$ cat src/rtl/date_string_to_day_number_assert.svh
// Assertion macros for the date string parser.
`ifndef DATE_STRING_TO_DAY_NUMBER_ASSERT_SVH
`define DATE_STRING_TO_DAY_NUMBER_ASSERT_SVH
`ifndef ASSERT_OFF
`define DSDN_ASSERT(lbl, prop, msg) \
    lbl: assert property (@(posedge aclk) disable iff (!aresetn) prop) else $error(msg);
`define DSDN_ASSERT_ALWAYS(lbl, prop, msg) \
    lbl: assert property (@(posedge aclk) prop) else $error(msg);
`else
`define DSDN_ASSERT(lbl, prop, msg)
`define DSDN_ASSERT_ALWAYS(lbl, prop, msg)
`endif
`endif

$ cat src/rtl/dsdn_pkg.sv
`default_nettype none
package dsdn_pkg;

    localparam logic [7:0] CH_TAB   = 8'd9;
    localparam logic [7:0] CH_CR    = 8'd13;
    localparam logic [7:0] CH_SPACE = 8'd32;
    localparam logic [7:0] CH_MINUS = 8'd45;
    localparam logic [7:0] CH_ZERO  = 8'd48;
    localparam logic [7:0] CH_NINE  = 8'd57;

    localparam logic [3:0] MONTH_FEB = 4'd2;
    localparam logic [3:0] MONTH_MAX = 4'd12;
    localparam logic [4:0] DAYS_LONG      = 5'd31;
    localparam logic [4:0] DAYS_SHORT     = 5'd30;
    localparam logic [4:0] DAYS_FEB       = 5'd28;
    localparam logic [4:0] DAYS_FEB_LEAP  = 5'd29;

    // year offset of 26 eras keeps the shifted year non-negative
    localparam logic [15:0] YEAR_SHIFT    = 16'd10400;
    localparam logic [14:0] ERA_RECIP     = 15'd20972;
    localparam int          ERA_SHIFT     = 23;
    localparam logic [8:0]  ERA_YEARS     = 9'd400;
    localparam logic [17:0] ERA_DAYS      = 18'd146097;
    localparam logic [5:0]  CENT_RECIP    = 6'd41;
    localparam int          CENT_SHIFT    = 12;
    localparam logic [8:0]  DAYS_PER_YEAR = 9'd365;
    localparam logic [22:0] DAY_OFFSET    = 23'd4517990;

    typedef enum logic [1:0] {
        ST_OK      = 2'd0,
        ST_NA      = 2'd1,
        ST_INVALID = 2'd2,
        ST_RANGE   = 2'd3
    } status_t;

    typedef struct packed {
        status_t     status;
        logic        neg;
        logic [13:0] ymag;
        logic [3:0]  month;
        logic [4:0]  day;
    } fin_t;

    function automatic logic [4:0] month_days(input logic [3:0] month, input logic leap);
        logic [4:0] len;
        case (month)
            4'd1, 4'd3, 4'd5, 4'd7, 4'd8, 4'd10, 4'd12: len = DAYS_LONG;
            4'd4, 4'd6, 4'd9, 4'd11:                    len = DAYS_SHORT;
            MONTH_FEB:                                  len = leap ? DAYS_FEB_LEAP : DAYS_FEB;
            default:                                    len = 5'd0;
        endcase
        return len;
    endfunction

    // days before the first of each month, year starting in March
    function automatic logic [8:0] days_before(input logic [3:0] mp);
        logic [8:0] d;
        case (mp)
            4'd0:    d = 9'd0;
            4'd1:    d = 9'd31;
            4'd2:    d = 9'd61;
            4'd3:    d = 9'd92;
            4'd4:    d = 9'd122;
            4'd5:    d = 9'd153;
            4'd6:    d = 9'd184;
            4'd7:    d = 9'd214;
            4'd8:    d = 9'd245;
            4'd9:    d = 9'd275;
            4'd10:   d = 9'd306;
            4'd11:   d = 9'd337;
            default: d = 9'd0;
        endcase
        return d;
    endfunction

endpackage
`default_nettype wire

$ cat src/rtl/dsdn_parser.sv
`default_nettype none
module dsdn_parser import dsdn_pkg::*; #(
    parameter int YEAR_LIMIT = 9999
) (
    input  wire logic       aclk,
    input  wire logic       aresetn,
    input  wire logic       cfg_wr_en,
    input  wire logic       cfg_wr_data,
    input  wire logic       s_valid,
    output logic            s_ready,
    input  wire logic [7:0] s_char_code,
    input  wire logic       s_end_flag,
    input  wire logic       s_missing_string,
    output logic            fin_valid,
    input  wire logic       fin_ready,
    output fin_t            fin
);

    typedef enum logic [9:0] {
        PH_LEAD       = 10'b0000000001,
        PH_SIGN       = 10'b0000000010,
        PH_YEAR       = 10'b0000000100,
        PH_GAP1       = 10'b0000001000,
        PH_MONTH      = 10'b0000010000,
        PH_GAP2       = 10'b0000100000,
        PH_DAY        = 10'b0001000000,
        PH_TAIL_CLEAN = 10'b0010000000,
        PH_TAIL_JUNK  = 10'b0100000000,
        PH_HALT       = 10'b1000000000
    } phase_t;

    logic        strict_reg;
    phase_t      phase_reg, phase_next;
    logic [13:0] ymag_reg, ymag_next;
    logic [15:0] ydig_reg, ydig_next;
    logic        neg_reg, neg_next;
    logic [3:0]  month_reg, month_next;
    logic [4:0]  day_reg, day_next;
    logic        failed_reg, failed_next;
    logic        ovf_reg, ovf_next;
    logic        fin_valid_reg, fin_valid_next;
    fin_t        fin_reg, fin_next;

    logic        accept;
    logic        is_dig;
    logic        is_ws;
    logic [3:0]  dig;
    logic [16:0] year_t;
    logic [7:0]  month_t;
    logic [8:0]  day_t;
    logic        leap;
    logic [1:0]  cent_mod4;
    logic        string_ok;

    assign s_ready   = !fin_valid_reg || fin_ready;
    assign accept    = s_valid && s_ready;
    assign fin_valid = fin_valid_reg;
    assign fin       = fin_reg;

    assign is_dig  = s_char_code inside {[CH_ZERO:CH_NINE]};
    assign is_ws   = (s_char_code == CH_SPACE) || (s_char_code inside {[CH_TAB:CH_CR]});
    assign dig     = s_char_code[3:0];
    assign year_t  = 17'(ymag_reg) * 17'd10 + 17'(dig);
    assign month_t = 8'(month_reg) * 8'd10 + 8'(dig);
    assign day_t   = (phase_reg == PH_GAP2) ? 9'(dig) : 9'(day_reg) * 9'd10 + 9'(dig);

    // leap test from the last four decimal year digits
    assign cent_mod4 = {ydig_reg[12], 1'b0} + ydig_reg[9:8];
    assign leap = (ymag_reg[1:0] == 2'd0)
                  && ((ydig_reg[7:0] != 8'd0) || (cent_mod4 == 2'd0));

    assign string_ok = ((phase_reg == PH_DAY) && (day_reg != 5'd0))
                       || (phase_reg == PH_TAIL_CLEAN)
                       || ((phase_reg == PH_TAIL_JUNK) && !strict_reg);

    always_comb begin
        phase_next     = phase_reg;
        ymag_next      = ymag_reg;
        ydig_next      = ydig_reg;
        neg_next       = neg_reg;
        month_next     = month_reg;
        day_next       = day_reg;
        failed_next    = failed_reg;
        ovf_next       = ovf_reg;
        fin_valid_next = fin_valid_reg && !fin_ready;
        fin_next       = fin_reg;
        if (accept) begin
            if (s_end_flag) begin
                fin_valid_next = 1'b1;
                fin_next.neg   = neg_reg;
                fin_next.ymag  = ymag_reg;
                fin_next.month = month_reg;
                fin_next.day   = day_reg;
                if (s_missing_string) begin
                    fin_next.status = ST_NA;
                end else if (ovf_reg) begin
                    fin_next.status = ST_RANGE;
                end else if (failed_reg || !string_ok) begin
                    fin_next.status = ST_INVALID;
                end else begin
                    fin_next.status = ST_OK;
                end
                phase_next  = PH_LEAD;
                ymag_next   = 14'd0;
                ydig_next   = 16'd0;
                neg_next    = 1'b0;
                month_next  = 4'd0;
                day_next    = 5'd0;
                failed_next = 1'b0;
                ovf_next    = 1'b0;
            end else begin
                case (phase_reg)
                    PH_LEAD, PH_SIGN: begin
                        if (is_dig) begin
                            ymag_next  = 14'(dig);
                            ydig_next  = {12'd0, dig};
                            phase_next = PH_YEAR;
                        end else if ((phase_reg == PH_LEAD) && is_ws) begin
                            phase_next = PH_LEAD;
                        end else if ((phase_reg == PH_LEAD) && (s_char_code == CH_MINUS)) begin
                            neg_next   = 1'b1;
                            phase_next = PH_SIGN;
                        end else begin
                            failed_next = 1'b1;
                            phase_next  = PH_HALT;
                        end
                    end
                    PH_YEAR: begin
                        if (is_dig) begin
                            if (year_t > 17'(YEAR_LIMIT)) begin
                                ovf_next   = 1'b1;
                                phase_next = PH_HALT;
                            end else begin
                                ymag_next = year_t[13:0];
                                ydig_next = {ydig_reg[11:0], dig};
                            end
                        end else begin
                            phase_next = PH_GAP1;
                        end
                    end
                    PH_GAP1: begin
                        if (is_dig) begin
                            month_next = dig;
                            phase_next = PH_MONTH;
                        end
                    end
                    PH_MONTH: begin
                        if (is_dig) begin
                            if (month_t > 8'(MONTH_MAX)) begin
                                failed_next = 1'b1;
                                phase_next  = PH_HALT;
                            end else begin
                                month_next = month_t[3:0];
                            end
                        end else if (month_reg == 4'd0) begin
                            failed_next = 1'b1;
                            phase_next  = PH_HALT;
                        end else begin
                            phase_next = PH_GAP2;
                        end
                    end
                    PH_GAP2, PH_DAY: begin
                        if (is_dig) begin
                            if (day_t > 9'(month_days(month_reg, leap))) begin
                                failed_next = 1'b1;
                                phase_next  = PH_HALT;
                            end else begin
                                day_next   = day_t[4:0];
                                phase_next = PH_DAY;
                            end
                        end else if (phase_reg == PH_DAY) begin
                            if (day_reg == 5'd0) begin
                                failed_next = 1'b1;
                                phase_next  = PH_HALT;
                            end else begin
                                phase_next = is_ws ? PH_TAIL_CLEAN : PH_TAIL_JUNK;
                            end
                        end
                    end
                    PH_TAIL_CLEAN: begin
                        if (!is_ws) begin
                            phase_next = PH_TAIL_JUNK;
                        end
                    end
                    default: begin
                        phase_next = phase_reg;
                    end
                endcase
            end
        end
    end

    always_ff @(posedge aclk) begin
        if (!aresetn) begin
            strict_reg    <= 1'b1;
            phase_reg     <= PH_LEAD;
            ymag_reg      <= 14'd0;
            ydig_reg      <= 16'd0;
            neg_reg       <= 1'b0;
            month_reg     <= 4'd0;
            day_reg       <= 5'd0;
            failed_reg    <= 1'b0;
            ovf_reg       <= 1'b0;
            fin_valid_reg <= 1'b0;
        end else begin
            if (cfg_wr_en) begin
                strict_reg <= cfg_wr_data;
            end
            phase_reg     <= phase_next;
            ymag_reg      <= ymag_next;
            ydig_reg      <= ydig_next;
            neg_reg       <= neg_next;
            month_reg     <= month_next;
            day_reg       <= day_next;
            failed_reg    <= failed_next;
            ovf_reg       <= ovf_next;
            fin_valid_reg <= fin_valid_next;
        end
    end

    always_ff @(posedge aclk) begin
        fin_reg <= fin_next;
    end

endmodule
`default_nettype wire

$ cat src/rtl/dsdn_days.sv
`default_nettype none
module dsdn_days import dsdn_pkg::*; (
    input  wire logic         aclk,
    input  wire logic         aresetn,
    input  wire logic         fin_valid,
    output logic              fin_ready,
    input  wire fin_t         fin,
    output logic              m_valid,
    input  wire logic         m_ready,
    output logic signed [23:0] m_day_number,
    output logic [1:0]        m_status
);

    // stage a: shifted year, era product, day of year
    logic        a_valid_reg;
    logic [14:0] a_yadj_reg, a_yadj_next;
    logic [29:0] a_prod_reg, a_prod_next;
    logic [8:0]  a_doy_reg, a_doy_next;
    status_t     a_status_reg;
    // stage b: era and year of era
    logic        b_valid_reg;
    logic [5:0]  b_era_reg, b_era_next;
    logic [8:0]  b_yoe_reg, b_yoe_next;
    logic [8:0]  b_doy_reg;
    status_t     b_status_reg;
    // stage c: era days and day of era
    logic        c_valid_reg;
    logic [22:0] c_ep_reg, c_ep_next;
    logic [17:0] c_doe_reg, c_doe_next;
    status_t     c_status_reg;
    // result register
    logic              out_valid_reg;
    logic signed [23:0] out_days_reg, out_days_next;
    status_t           out_status_reg;

    logic        out_free, c_free, b_free, a_free;
    logic        feb_or_jan;
    logic [15:0] yabs;
    logic [15:0] yadj;
    logic [3:0]  mp;
    logic [13:0] cent_prod;
    logic [24:0] day_sum;

    assign out_free  = !out_valid_reg || m_ready;
    assign c_free    = !c_valid_reg || out_free;
    assign b_free    = !b_valid_reg || c_free;
    assign a_free    = !a_valid_reg || b_free;
    assign fin_ready = a_free;

    always_comb begin
        feb_or_jan  = fin.month <= MONTH_FEB;
        yabs        = {2'b00, fin.ymag};
        yadj        = YEAR_SHIFT - 16'(feb_or_jan) + (fin.neg ? 16'd0 - yabs : yabs);
        a_yadj_next = yadj[14:0];
        a_prod_next = 30'(a_yadj_next) * 30'(ERA_RECIP);
        mp          = feb_or_jan ? fin.month + 4'd9 : fin.month - 4'd3;
        a_doy_next  = days_before(mp) + 9'(fin.day) - 9'd1;

        b_era_next  = 6'(a_prod_reg >> ERA_SHIFT);
        b_yoe_next  = 9'(a_yadj_reg - 15'(b_era_next) * 15'(ERA_YEARS));

        c_ep_next   = 23'(b_era_reg) * 23'(ERA_DAYS);
        cent_prod   = 14'(b_yoe_reg) * 14'(CENT_RECIP);
        c_doe_next  = 18'(b_yoe_reg) * 18'(DAYS_PER_YEAR) + 18'(b_yoe_reg >> 2)
                      - 18'(cent_prod >> CENT_SHIFT) + 18'(b_doy_reg);

        day_sum       = 25'(c_ep_reg) + 25'(c_doe_reg) - 25'(DAY_OFFSET);
        out_days_next = (c_status_reg == ST_OK) ? $signed(day_sum[23:0]) : 24'sd0;
    end

    always_ff @(posedge aclk) begin
        if (!aresetn) begin
            a_valid_reg   <= 1'b0;
            b_valid_reg   <= 1'b0;
            c_valid_reg   <= 1'b0;
            out_valid_reg <= 1'b0;
        end else begin
            if (a_free) begin
                a_valid_reg <= fin_valid;
            end
            if (b_free) begin
                b_valid_reg <= a_valid_reg;
            end
            if (c_free) begin
                c_valid_reg <= b_valid_reg;
            end
            if (out_free) begin
                out_valid_reg <= c_valid_reg;
            end
        end
    end

    always_ff @(posedge aclk) begin
        if (a_free && fin_valid) begin
            a_yadj_reg   <= a_yadj_next;
            a_prod_reg   <= a_prod_next;
            a_doy_reg    <= a_doy_next;
            a_status_reg <= fin.status;
        end
        if (b_free && a_valid_reg) begin
            b_era_reg    <= b_era_next;
            b_yoe_reg    <= b_yoe_next;
            b_doy_reg    <= a_doy_reg;
            b_status_reg <= a_status_reg;
        end
        if (c_free && b_valid_reg) begin
            c_ep_reg     <= c_ep_next;
            c_doe_reg    <= c_doe_next;
            c_status_reg <= b_status_reg;
        end
        if (out_free && c_valid_reg) begin
            out_days_reg   <= out_days_next;
            out_status_reg <= c_status_reg;
        end
    end

    assign m_valid      = out_valid_reg;
    assign m_day_number = out_days_reg;
    assign m_status     = out_status_reg;

endmodule
`default_nettype wire

$ cat src/rtl/date_string_to_day_number.sv
`default_nettype none
// Date string to day number. Bytes of a date string ("[-]Y...Y?M?D") arrive one per
// request; a request with s_end_flag set ends the string and yields one result: the
// day count since 1970-01-01 (proleptic Gregorian) with m_status 0, or m_status 1 (NA),
// 2 (invalid string) or 3 (year beyond YEAR_LIMIT) with m_day_number 0. One request
// is taken every cycle while s_ready is high (m_ready back-pressure can drop it); the
// parser updates its state once per byte and the day count runs through a four-stage
// pipeline behind the parser's result register. cfg_wr_en/cfg_wr_data write strict
// mode (reset 1), which rejects anything but whitespace after the day digits.
`include "date_string_to_day_number_assert.svh"
module date_string_to_day_number import dsdn_pkg::*; #(
    parameter int YEAR_LIMIT = 9999
) (
    input  wire logic         aclk,
    input  wire logic         aresetn,
    input  wire logic         cfg_wr_en,
    input  wire logic         cfg_wr_data,
    input  wire logic         s_valid,
    output logic              s_ready,
    input  wire logic [7:0]   s_char_code,
    input  wire logic         s_end_flag,
    input  wire logic         s_missing_string,
    output logic              m_valid,
    input  wire logic         m_ready,
    output logic signed [23:0] m_day_number,
    output logic [1:0]        m_status
);

    logic fin_valid;
    logic fin_ready;
    fin_t fin;

    dsdn_parser #(
        .YEAR_LIMIT(YEAR_LIMIT)
    ) u_parser (
        .aclk            (aclk),
        .aresetn         (aresetn),
        .cfg_wr_en       (cfg_wr_en),
        .cfg_wr_data     (cfg_wr_data),
        .s_valid         (s_valid),
        .s_ready         (s_ready),
        .s_char_code     (s_char_code),
        .s_end_flag      (s_end_flag),
        .s_missing_string(s_missing_string),
        .fin_valid       (fin_valid),
        .fin_ready       (fin_ready),
        .fin             (fin)
    );

    dsdn_days u_days (
        .aclk        (aclk),
        .aresetn     (aresetn),
        .fin_valid   (fin_valid),
        .fin_ready   (fin_ready),
        .fin         (fin),
        .m_valid     (m_valid),
        .m_ready     (m_ready),
        .m_day_number(m_day_number),
        .m_status    (m_status)
    );

    `DSDN_ASSERT_ALWAYS(a_reset_empty, !aresetn |=> !m_valid, "result valid after reset")
    `DSDN_ASSERT(a_idle_ready, !m_valid |-> s_ready, "request refused with empty output")
    `DSDN_ASSERT(a_fail_zero, (m_valid && m_status != ST_OK) |-> (m_day_number == 24'sd0),
        "nonzero day number on failed string")
    `DSDN_ASSERT(a_day_range, (m_valid && m_status == ST_OK)
        |-> (m_day_number >= -24'sd4400000 && m_day_number <= 24'sd2932896),
        "day number out of range")

endmodule
`default_nettype wire
$ cat config.mk
export PLATFORM = sky130hd
export DESIGN_NAME = date_string_to_day_number
export DESIGN_NICKNAME = d
export VERILOG_FILES = /design/src/rtl/dsdn_pkg.sv /design/src/rtl/dsdn_parser.sv /design/src/rtl/dsdn_days.sv /design/src/rtl/date_string_to_day_number.sv
export VERILOG_INCLUDE_DIRS = /design/src /design/src/rtl
export SDC_FILE = /design/constraint.sdc
export NUM_CORES = 1
export LEC_CHECK = 0
export BUFFER_PORTS_ARGS = -buffer_cell sky130_fd_sc_hd__buf_2
export CORE_MARGIN = 8
export CORE_UTILIZATION = 59
export CTS_CLUSTER_DIAMETER = 150
export DETAILED_ROUTE_END_ITERATION = 8
export HOLD_SLACK_MARGIN = 0.08
export PLACE_DENSITY = 0.9
export SLEW_MARGIN = 20
export SYNTH_ARGS = -nofsm -noshare
export SYNTH_HDL_FRONTEND = slang
export SYNTH_SLANG_ARGS = --single-unit
$ cat constraint.sdc
create_clock -name aclk -period 7.25 [get_ports aclk]
set_input_delay 0.725 -clock aclk [delete_from_list [all_inputs] [get_ports aclk]]
set_output_delay 0.725 -clock aclk [all_outputs]
set_load 0.005 [all_outputs]
# Word level (Yosys, flattened, before mapping)
# Memory sizes are Yosys's and may differ from the RTL's.
# Index checks and enable logic that the tools add are counted.
[totals] register_bits=223 mem_bits_ro=144 input_bits=16 output_inout_bits=28 wordCells=240 n_memories=1
[memory_table] name="(name not given)" depth=16 width=9 read_ports=1 rd_ports_with_merged_regs=0 write_ports=0 line_no="dsdn_pkg.sv:58" rtl="case (mp)"
[classes] n_addsub=17 multipliers=8 magnitude_cmp=8 n_eq_ne=42 n_mux=70 reduce_logical=61
[op_table] operator="10-bit two-way mux" n=15
[op_table] operator="10-bit one-hot mux with 6 select lines" n=1
[op_table] operator="14-bit two-way mux" n=4
[op_table] operator="13-bit two-way mux" n=4
[op_table] operator="5-bit two-way mux" n=8
[op_table] operator="14-bit one-hot mux with 2 select lines" n=1
[op_table] operator="15-bit by 13-bit multiplier with 27-bit output, second input constant" n=1
[op_table] operator="13-bit one-hot mux with 2 select lines" n=1
[op_table] operator="23-bit by 18-bit adder with 24-bit output" n=1
[op_table] operator="24-bit by 23-bit subtractor with 24-bit output, second input constant" n=1
[op_table] operator="6-bit by 18-bit multiplier with 23-bit output, second input constant" n=1
[op_table] operator="1-bit two-way mux" n=23
[op_table] operator="4-bit == test, second input constant" n=5
[op_table] operator="4-bit two-way mux" n=5
[op_table] operator="18-bit by 7-bit adder with 18-bit output" n=1
[op_table] operator="18-bit by 9-bit adder with 18-bit output" n=1
[op_table] operator="9-bit by 9-bit multiplier with 18-bit output, second input constant" n=1
[op_table] operator="9-bit two-way mux" n=2
[op_table] operator="3-bit != test, second input constant" n=6
[op_table] operator="18-bit by 2-bit subtractor with 18-bit output" n=1
[op_table] operator="17-bit by 4-bit adder with 17-bit output" n=1
[op_table] operator="17-bit by 14-bit greater-than comparator with 1-bit output, second input constant" n=1
[op_table] operator="4-bit by 3-bit == test with 1-bit output, second input constant" n=4
[op_table] operator="8-bit by 6-bit == test with 1-bit output, second input constant" n=2
[op_table] operator="other kinds (63)" n=115

# Depth between registers and ports, before layout
# Gate-level depths: netlist of run 1.
[depth] word_depth=15 ltp_mapped=35 mapped_depth_nobuf=35

# Cells and area by module
# Synthesis of run 1 repeated with hierarchy kept, for this count alone.
[unflattened] cells_unflattened=2012 hier_area_um2=20231.9
[modules_own_cells] mod="dsdn_days" n_inst=1 cells_per_inst=1429 area_per_inst_um2=14975.6 seq_area_each_um2=3713.6
[modules_own_cells] mod="dsdn_parser" n_inst=1 cells_per_inst=583 area_per_inst_um2=5256.3 seq_area_each_um2=1741.7

# Least setup slack after synthesis of run 1
# No wires, ideal clock.
[synth_path] kind="flip-flop to flip-flop" start="register u_parser.fin_reg, in the netlist u_parser.fin[11]" end="register u_days.a_prod_reg[27], data pin" setup_ns=0.195 t_arrival_ns=7.763 required_time_ns=7.055 setup_slack_ns=-0.708 stages_incl_launch_ff=31 path_buffers=0 synth_period_minus_slack_ns=7.958 path_cell_list="edfxtp_1 or4_1 o211a_1 or2_2 ha_1 nor2b_1 a211oi_1 nor2b_1 nor2_1 o21a_1 xor2_1 inv_1 ha_1 inv_1 fa_1 inv_1 fa_1 fa_1 inv_1 fa_1 inv_1 ha_1 a21o_1 a21o_1 a21o_1 a2111oi_0 o21ai_0 a22o_1 a31o_2 or4_1 o311ai_0"
[synth_between] elab_chain_len=4
[synth_lines] element="start: declaration" line_no="dsdn_parser.sv:42" rtl="fin_t fin_reg, fin_next;"
[synth_lines] element="start signal: assignment" line_no="dsdn_parser.sv:222" rtl="fin_reg <= fin_next;"
[synth_lines] element="1-bit by 14-bit subtractor with 15-bit output" line_no="dsdn_days.sv:53" rtl="yadj = YEAR_SHIFT - 16'(feb_or_jan) + (fin.neg ? 16'd0 - yabs : yabs);"
[synth_lines] element="15-bit two-way mux *" line_no="dsdn_days.sv:53"
[synth_lines] element="15-bit adder *" line_no="dsdn_days.sv:53"
[synth_lines] element="15-bit by 13-bit multiplier with 27-bit output *" line_no="dsdn_days.sv:55" rtl="a_prod_next = 30'(a_yadj_next) * 30'(ERA_RECIP);"
[synth_lines] element="via u_days.a_prod_next[27]" line_no="dsdn_days.sv:17" rtl="logic [29:0] a_prod_reg, a_prod_next;"
[synth_lines] element="end signal: assignment" line_no="dsdn_days.sv:96" rtl="a_prod_reg <= a_prod_next;"
[synth_lines] element="end: declaration" line_no="dsdn_days.sv:17"
# The timed path passes the listed nets; every way through them passes the cells marked *.
# A chain may end at the register's enable or synchronous reset.

# Worst setup path in the final report of run 1
[layout_path] start="register u_parser.fin_reg, in the netlist u_parser.fin[6]" end="register u_days.a_prod_reg[28], data pin"
[layout_between] elab_chain_len=4
[layout_lines] element="4-bit by 2-bit less-or-equal comparator with 1-bit output" line_no="dsdn_days.sv:51" rtl="feb_or_jan = fin.month <= MONTH_FEB;"
[layout_lines] element="14-bit by 1-bit subtractor with 15-bit output" line_no="dsdn_days.sv:53"
[layout_lines] element="15-bit adder" line_no="dsdn_days.sv:53"
[layout_lines] element="15-bit by 13-bit multiplier with 27-bit output" line_no="dsdn_days.sv:55"
[layout_lines] element="via u_days.a_prod_next[28]" line_no="dsdn_days.sv:17"
# The timed path passes the listed nets, and every way through them passes these cells.

==> results.json, run 1 <==
{
  "critPathSlowestCell": "fa_1",
  "ys_seq_elements": 199,
  "grt_max_degree": 44,
  "ant_nets": 0,
  "htree_levels": 4,
  "grt_util_all_layers_pct": 23.9,
  "synthCells": 2061,
  "switchingPower_mw": 4.89,
  "cpMostUsedCell": "inv_2",
  "cpLargestDelayFamily": "adder cells",
  "synth_area_um2": 20400,
  "numCtsBuffers": 17,
  "drive_above_1_share_pct": 15.2,
  "place_congestion": 0.895,
  "switching_share_pct": 45.7,
  "via_per_inst": 5.99,
  "worst_pin_slew_ps": 1050,
  "largest_reg_flops": 26,
  "required_ps": 7440,
  "clockRootBuffer": "clkbuf_16",
  "grt_pass1_vias": 16600,
  "multi_input_area_um2": 14000,
  "relSlewSlack_pct": 30.0,
  "fin_ws_ps": -859,
  "final_util_pct": 68.1,
  "hold_viol": 0,
  "setup_viol": 6,
  "fin_crit_sh_pct": 112,
  "fillers": 2239,
  "cts_hold_buf": 0,
  "syn_avg_cell_area_um2": 9.90,
  "worstHoldPathType": "flop to flop",
  "async_flop_share_pct": 0,
  "first_pass_iters": 6,
  "startpoint_type": "flop",
  "p_leak_nw": 11.2,
  "core-area_um2": 34300,
  "internal_power_mw": 5.81,
  "final_cells": 2699,
  "status": "complete, but fails checks",
  "wl_mm": 53.5,
  "vdd_ir_drop_max_mv": 0.838,
  "tritoncts": "built",
  "nets": 2747,
  "post_dp_cell_area_um2": 22100,
  "cpPeakStageDelay_ps": 520,
  "start_util_pct": 59.5,
  "critPathMaxFanout": 4,
  "ys_warn_count": 0,
  "comb_power_share_pct": 77.3,
  "grt_first_pass_wirelength_mm": 80.3,
  "gr-total-overflow": 0,
  "p_seq_share_pct": 14.0,
  "insertion_delay_ps": 460,
  "drc": 0,
  "rsz0062_at_grt": "true",
  "placedCellCount": 2639,
  "rows": 68,
  "drtIter0Drc": 1179,
  "die_w_um": 202,
  "synth_edf_count": 147,
  "crit_type": "flop to flop",
  "finalPower_mw": 10.7,
  "synthesis.nets": 2577,
  "wl_per_cell_um": 19.8,
  "io_pins": 44,
  "dieArea_um2": 40800,
  "path_clk_slew_ps": 80,
  "crit_buf_inv": 9,
  "ys.flop_type": "edfxtp_1",
  "num_antenna_cells": 0,
  "seqCellArea_um2": 5460,
  "pwr_density_cell_nw_per_um2": 458,
  "die_h_um": 202,
  "fin_skew_ps": 11.9,
  "postLayoutCellArea_um2": 23400,
  "crit_arrival_ps": 8300,
  "final.min_clock_period_ps": 8110,
  "seq_area_frac_synth_pct": 26.7,
  "synth_top_area_cell": "ha_1",
  "clkSinkCount": 199,
  "maxCapViolCount": 0,
  "drv_slew": 0,
  "dr_total_vias": 16200,
  "antenna_found_initial": 1,
  "yosys.cell_types.count": 83,
  "cp-end-kind": "flop",
  "p_clk_share_pct": 8.7,
  "io_buffer_count": 43,
  "violations": "setup timing",
  "area_growth_syn_to_layout_pct": 14.4,
  "place.detailed.hpwl_mm": 36.7,
  "clock_path_buffers": 2,
  "fmax_ghz": 0.123,
  "yosys-top-cells-area": "ha_1, edfxtp_1, fa_1",
  "synth_top_area_share_pct": 21.9
}
[power by group through the flow]
stage / Combinational [mW] / Sequential (mW) / Clock (mW)
floorplan: 4.85 / 1.50 / 0
CTS: 7.56 / 1.49 / 0.921
detailed placement: 7.04 / 1.52 / 0
finish: 8.28 / 1.50 / 0.930
global placement: 6.61 / 1.51 / 0
global route: 9.13 / 1.50 / 0.971
[layout by cell type, fill, tap and decap left out, types with 43 or more instances in the layout]
| master | count |
|---|---|
| nand2_1 | 100 |
| xnor2_1 | 73 |
| dfxtp_1 | 52 |
| nor2_1 | 106 |
| buf_4 | 135 |
| ha_1 | 342 |
| fa_1 | 141 |
| inv_1 | 386 |
| buf_2 | 43 |
| edfxtp_1 | 147 |
| a21oi_1 | 77 |
| o21ai_0 | 44 |
[metrics by stage]
step / setup WS, ps / setup TNS (ps) / hold slack (ps)
final: -859 / -3200 / 420
after global routing: -1050 / -4550 / 427
after CTS: -326 / -843 / 421
after detailed placement: -508 / -2050 / 405
after global placement: -339 / -859 / 401
after floorplan: -118 / -161 / 400
[layer usage]
| metal | global-route usage (%) | up-vias | wire, um |
|---|---|---|---|
| met5 | 0 | - | 13 |
| met1 | 25.7 | 7779 | 19100 |
| met2 | 44.4 | 734 | 27300 |
| met4 | 12.0 | 2 | 3740 |
| li1 | - | 7391 | - |
| met3 | 4.05 | 272 | 3340 |
[worst paths after layout]
path | cells past startpoint | endpoint | start | slack [ps]
max | 34 | u_days.a_prod_reg[28] | u_parser.fin[6] | -860
min | 0 | u_days.a_status_reg[0] | u_parser.fin[24] | 420
max reg2reg | 34 | u_days.a_prod_reg[28] | u_parser.fin[6] | -860
min reg2reg | 0 | u_days.a_status_reg[0] | u_parser.fin[24] | 420
[synthesized netlist by cell type, types with 12 or more instances]
cell type,instances
a21o_1,38
o21ai_0,51
a21oi_1,88
nand4b_1,13
edfxtp_1,147
nand3_1,32
dfxtp_1,52
nor2_1,112
xnor2_1,88
inv_1,399
mux2i_1,38
and3_1,16
o21a_1,14
or3_1,14
nor2b_1,27
and2_1,12
xor2_1,32
nor3_1,35
nand2b_1,15
nand2_1,100
ha_1,358
clkbuf_1,26
fa_1,142
[layout make-up]
cell class / instances / share of cell area (%)
inverter: 401 / 6.44
clock buffer: 18 / 1.84
tap: 455 / 2.44
timing repair buffer: 182 / 5.45
multi-input combinational: 1430 / 59.9
sequential: 199 / 23.4
clock inverter: 14 / 0.520
[cell families (layout without fill, tap and decap cells)]
family                   count (synthesis)  count (layout)  share of synthesized area [%]
flip-flops                             199             199                           26.7
AND/OR/NAND/NOR                        445             445                           11.2
AO/OA/AOI/OAI                          321             321                           10.8
XOR/XNOR                               121             121                           5.23
adder cells (fa/ha/maj)                500             500                           35.9
buffers and inverters                  432             615                           8.04
multiplexers                            43              43                           2.14
[repair_timing]
action / CTS / global route
setup endpoints to repair: 10 / 12
pin swaps: 33 / 34
buffers inserted: 13 / 16
resized for setup: 42 / 60
Note: power is estimated with default switching activity, not from simulation.
==> inputs of run 2 (changes only) <==
--- a/config.mk
+++ b/config.mk
@@ -8,11 +8,11 @@
 export LEC_CHECK = 0
 export BUFFER_PORTS_ARGS = -buffer_cell sky130_fd_sc_hd__buf_2
 export CORE_MARGIN = 8
-export CORE_UTILIZATION = 59
+export CORE_UTILIZATION = 35
 export CTS_CLUSTER_DIAMETER = 150
 export DETAILED_ROUTE_END_ITERATION = 8
 export HOLD_SLACK_MARGIN = 0.08
-export PLACE_DENSITY = 0.9
+export PLACE_DENSITY = 0.62
 export SLEW_MARGIN = 20
 export SYNTH_ARGS = -nofsm -noshare
 export SYNTH_HDL_FRONTEND = slang
==> run 2 against run 1 <==
Against the previous run:
- sequential share of layout area decreased by 0.12 points
- sequential power is essentially flat
- combinational power shrank 15%
- worst hold slack better by 1.9 ps
- setup slack better by 760 ps
- the flow still finishes with violations (setup timing)
- largest power group unchanged
- clock skew fell by 1.2 ps
- non-clock buffer count decreased by 24
- power fell by 11%
- wire length fell by 20%
==> results.json, run 2 (synthesis gave the netlist of run 1 again) <==
{
  "status": "complete, but fails checks",
  "violations": "setup timing",
  "final_util_pct": 40.7,
  "critPathMaxFanout": 4,
  "cpMostUsedCell": "fa_1",
  "die_w_um": 257,
  "path_clk_slew_ps": 80,
  "hold_viol": 0,
  "clockRootBuffer": "clkbuf_16",
  "dr_total_vias": 14600,
  "grt_util_met2_pct": 24.4,
  "crit_type": "flop to flop",
  "io_buffer_count": 43,
  "maxCapViolCount": 0,
  "ant_nets": 0,
  "whs_ps": 422,
  "pwr_density_cell_nw_per_um2": 406,
  "met1_usage_pct": 15.2,
  "grt_util_all_layers_pct": 13.0,
  "p_leak_nw": 11.1,
  "nets": 2723,
  "layout_commonest_cell": "inv_1",
  "antenna_found_initial": 0,
  "core-area_um2": 57700,
  "die_h_um": 257,
  "tritoncts": "built",
  "largest_reg_flops": 26,
  "wl_mm": 43.0,
  "fillers": 5571,
  "relSlewSlack_pct": 35.4,
  "rsz0062_at_grt": "true",
  "wl_per_cell_um": 14.4,
  "critPathSlowestCell": "or4_4",
  "first_pass_iters": 5,
  "tns_ps": -165,
  "numCtsBuffers": 17,
  "worst_pin_slew_ps": 961,
  "num_antenna_cells": 0,
  "htree_levels": 4,
  "io_pins": 44,
  "cts_hold_buf": 0,
  "dieArea_um2": 66300,
  "clock_path_buffers": 2,
  "vdd_ir_drop_max_mv": 0.673,
  "grt_pass1_vias": 15100,
  "cpPeakStageDelay_ps": 550,
  "startpoint_type": "flop",
  "gr-total-overflow": 0,
  "drv_slew": 0,
  "final_cell_mix": "inv_1, ha_1, edfxtp_1, fa_1, buf_4",
  "insertion_delay_ps": 460,
  "area_growth_syn_to_layout_pct": 15.0,
  "grt_max_degree": 44,
  "drive_above_1_share_pct": 13.4,
  "grt.busiest_layer": "met2",
  "drtIter0Drc": 665,
  "clkSinkCount": 199,
  "required_ps": 7510,
  "fin_ws_ps": -103,
  "finalPower_mw": 9.53,
  "cp-end-kind": "flop",
  "fin_crit_sh_pct": 101,
  "met3_usage_pct": 2.07,
  "crit_arrival_ps": 7620,
  "place.detailed.hpwl_mm": 35.4,
  "rows": 88,
  "fin_skew_ps": 10.7,
  "final.min_clock_period_ps": 7350,
  "fmax_ghz": 0.136,
  "drc": 0,
  "worstHoldPathType": "flop to flop",
  "setup_viol": 2,
  "start_util_pct": 35.4,
  "via_per_inst": 4.89,
  "grt_first_pass_wirelength_mm": 72.3,
  "place_congestion": 0.901
}
run 2: cell count changes in the layout (fill, tap and decap cells not counted), moves of 3 or more:
cell / previous run / this run
nor2_1: 106 / 109
inv_2: 14 / 8
nor2_2: 5 / 2
buf_4: 135 / 115
a21oi_2: 6 / 9
inv_1: 386 / 392
a21oi_4: 5 / 1
buf_6: 4 / 0
ha_1: 342 / 345
run 2: metal layers:
metal	wire [um]	up-vias
met5	0	-
li1	-	7351
met4	825	0
met1	18700	6990
met2	22400	199
met3	1120	54
run 2: stage by stage:
step                instance area [um2]  setup WS, ps  std cells
floorplan                         20600          -118       2061
global placement                  22400          -251       2946
detailed placement                22400          -371       2946
CTS                               23200          -174       2983
global route                      23500          -461       2985
finish                            23500          -103       2985
run 2: power by group:
part	total [mW]	switching (mW)	internal, mW	leakage, nW
sequential	1.48	0.0391	1.44	1.78
clock	0.992	0.465	0.526	0.297
combinational	7.06	3.65	3.40	9.01
total	9.53	4.16	5.38	11.1
run 2: timing repair:
| item | 4_1_cts | 5_1_grt |
|---|---|---|
| endpoints found under the setup margin | 4 | 12 |
| resized for setup | 32 | 37 |
| pin swaps | 27 | 15 |
| setup buffers | 5 | 2 |
run 2: path summary, 6_finish.rpt:
kind / start / end / slack (ps) / cells past startpoint
worst min register to register: u_days.a_doy_reg[8] / u_days.b_doy_reg[8] / 420 / 0
worst max-delay path: u_parser.fin[9] / u_days.a_prod_reg[27] / -100 / 30
worst max register to register: u_parser.fin[9] / u_days.a_prod_reg[27] / -100 / 30
worst min-delay path: u_days.a_doy_reg[8] / u_days.b_doy_reg[8] / 420 / 0
run 2: critical path, delay by kind of cell (launching register included):
kind,cells,cell delay [ps]
fa+ha+maj,7,2630
buf+inv,5,280
flops,1,420
simple gates,6,1590
xor+xnor,1,170
compound gates,11,2070
run 2: cell type report:
cell class                      instances  area, um2  area share [%]
Sequential cell                       199       5460            23.2
Inverter                              401       1510            6.41
Timing Repair Buffer                  158       1080            4.59
Clock buffer                           19        433            1.84
Tap cell                              765        957            4.08
Multi-Input combinational cell       1430      13900            59.1
Clock inverter                         13        176           0.752
==> inputs of run 3 (changes only) <==
--- a/config.mk
+++ b/config.mk
@@ -8,11 +8,11 @@
 export LEC_CHECK = 0
 export BUFFER_PORTS_ARGS = -buffer_cell sky130_fd_sc_hd__buf_2
 export CORE_MARGIN = 8
-export CORE_UTILIZATION = 35
+export CORE_UTILIZATION = 45
 export CTS_CLUSTER_DIAMETER = 150
 export DETAILED_ROUTE_END_ITERATION = 8
 export HOLD_SLACK_MARGIN = 0.08
-export PLACE_DENSITY = 0.62
+export PLACE_DENSITY = 0.74
 export SLEW_MARGIN = 20
 export SYNTH_ARGS = -nofsm -noshare
 export SYNTH_HDL_FRONTEND = slang
==> run 3 against run 2 <==
Against the previous run:
- setup slack got worse by 170 ps
- clock skew increased by 1.0 ps
- final cell count down 5.3%
- wire length decreased by 0.92%
- sequential cell count unchanged
- critical path depth grew 1
- power is 3.1% higher
- worst hold slack is essentially flat
- die area shrank 21%
- count of clock-buffer cells in the layout shrank 2
- via count grew 2.4%
- the flow still finishes with violations (setup timing)
==> results.json, run 3 (synthesis gave the netlist of run 1 again) <==
{
  "status": "complete, but fails checks",
  "violations": "setup timing",
  "wl_per_cell_um": 15.1,
  "rows": 78,
  "vdd_ir_drop_max_mv": 0.745,
  "placedCellCount": 2780,
  "internal_power_mw": 5.42,
  "via_per_inst": 5.29,
  "start_util_pct": 45.3,
  "core-area_um2": 45100,
  "die_h_um": 229,
  "startpoint_type": "flop",
  "critPathMaxFanout": 4,
  "grt_max_degree": 44,
  "p_leak_nw": 11.1,
  "critPathSlowestCell": "fa_1",
  "maxCapViolCount": 0,
  "numCtsBuffers": 17,
  "dieArea_um2": 52400,
  "fin_skew_ps": 11.7,
  "post_dp_cell_area_um2": 22200,
  "met1_length_mm": 18.2,
  "cp-end-kind": "flop",
  "layout_commonest_cell": "inv_1",
  "dr_total_vias": 15000,
  "drive_above_1_share_pct": 13.6,
  "met3_length_mm": 1.51,
  "grt_pass1_vias": 15300,
  "clock_path_buffers": 2,
  "htree_levels": 4,
  "die_w_um": 229,
  "relSlewSlack_pct": 29.2,
  "first_pass_iters": 5,
  "hold_viol": 0,
  "pwr_density_cell_nw_per_um2": 422,
  "setup_viol": 4,
  "cpPeakStageDelay_ps": 510,
  "fillers": 3926,
  "wl_met2_mm": 21.5,
  "clockRootBuffer": "clkbuf_16",
  "p_clk_share_pct": 9.9,
  "nets": 2730,
  "insertion_delay_ps": 450,
  "final_cells": 2827,
  "wl_mm": 42.6,
  "fin_ws_ps": -271,
  "switchingPower_mw": 4.41,
  "final_cell_mix": "inv_1, ha_1, edfxtp_1, fa_1, buf_4",
  "io_buffer_count": 43,
  "rsz0062_at_grt": "true",
  "cts_hold_buf": 0,
  "num_antenna_cells": 0,
  "crit_arrival_ps": 7790,
  "largest_reg_flops": 26,
  "drv_slew": 0,
  "path_clk_slew_ps": 80,
  "dr.max_layer_used": "met4",
  "grt_first_pass_wirelength_mm": 71.3,
  "place_congestion": 0.895,
  "drtIter0Drc": 720,
  "fmax_ghz": 0.133,
  "area_growth_syn_to_layout_pct": 14.1,
  "antenna_found_initial": 0,
  "postLayoutCellArea_um2": 23300,
  "crit_type": "flop to flop",
  "ant_nets": 0,
  "gr-total-overflow": 0,
  "grt_util_all_layers_pct": 16.1,
  "worst_pin_slew_ps": 1050,
  "worstHoldPathType": "flop to flop",
  "tritoncts": "built",
  "io_pins": 44,
  "comb_power_share_pct": 74.9,
  "fin_crit_sh_pct": 104,
  "place.detailed.hpwl_mm": 34.5,
  "p_seq_share_pct": 15.1,
  "final.min_clock_period_ps": 7520,
  "clkSinkCount": 199,
  "required_ps": 7520,
  "switching_share_pct": 44.9,
  "drc": 0
}
[run 3: cell types whose count changed in the layout (fill, tap and decap cells not counted), sizes merged]
cell,before,now
buf,158,165
clkbuf,19,17
bufinv,2,1
clkinv,4,5
clkinvlp,0,1
inv,408,409
[run 3: final cells by class]
| class | instances | area, um2 | share of cell area (%) |
|---|---|---|---|
| multi-input cells | 1430 | 13800 | 59.4 |
| flip-flops and latches | 199 | 5460 | 23.4 |
| inverters | 401 | 1510 | 6.46 |
| repair buffers | 165 | 1140 | 4.89 |
| well taps | 600 | 751 | 3.22 |
| clock buffers | 17 | 425 | 1.83 |
| clock inverters | 15 | 176 | 0.758 |
[run 3: timing repair]
action / CTS / global route
resized for setup: 29 / 37
pin swaps: 33 / 28
buffers inserted: 12 / 4
endpoints found under the setup margin: 5 / 11
[run 3: stage by stage]
stage | utilization [%] | setup slack, ps | hold WS [ps] | TNS, ps | power [mW]
finish | 51.7 | -271 | 421 | -646 | 9.83
global route | 51.7 | -516 | 435 | -2170 | 10.9
CTS | 51.1 | -330 | 423 | -1000 | 9.54
detailed placement | 49.2 | -510 | 405 | -1610 | 8.26
global placement | 49.2 | -350 | 400 | -937 | 8.03
floorplan | - | -118 | 400 | -161 | 6.35
[run 3: layer usage]
layer | GRT usage [%] | vias up
li1 | - | 7346
met1 | 19.1 | 7207
met2 | 29.2 | 305
met3 | 2.40 | 93
met4 | 6.12 | 0
met5 | 0 | -
[run 3: power groups by stage]
| stage | registers [mW] | clock network [mW] | logic, mW |
|---|---|---|---|
| after floorplan | 1.50 | 0 | 4.85 |
| after global placement | 1.51 | 0 | 6.51 |
| after detailed placement | 1.52 | 0 | 6.75 |
| after CTS | 1.49 | 0.992 | 7.06 |
| after global routing | 1.49 | 1.03 | 8.36 |
| final | 1.49 | 0.975 | 7.36 |
[run 3: final timing paths]
path	from	end	slack, ps	cells after the start
setup / recovery	u_parser.fin[10]	u_days.a_prod_reg[27]	-270	31
hold / removal	u_days.a_doy_reg[7]	u_days.b_doy_reg[7]	420	0
setup reg to reg	u_parser.fin[10]	u_days.a_prod_reg[27]	-270	31
hold reg to reg	u_days.a_doy_reg[7]	u_days.b_doy_reg[7]	420	0
[run 3: worst max-delay path, delay by kind of cell (launching register included)]
family	cells	cell delay, ps
AOI/OAI and AO/OA	11	2140
adders and majority gates	7	2620
xor gates and xnor gates	1	180
and+or+nand+nor	6	1560
DFF	1	400
buffers and inverters	6	410
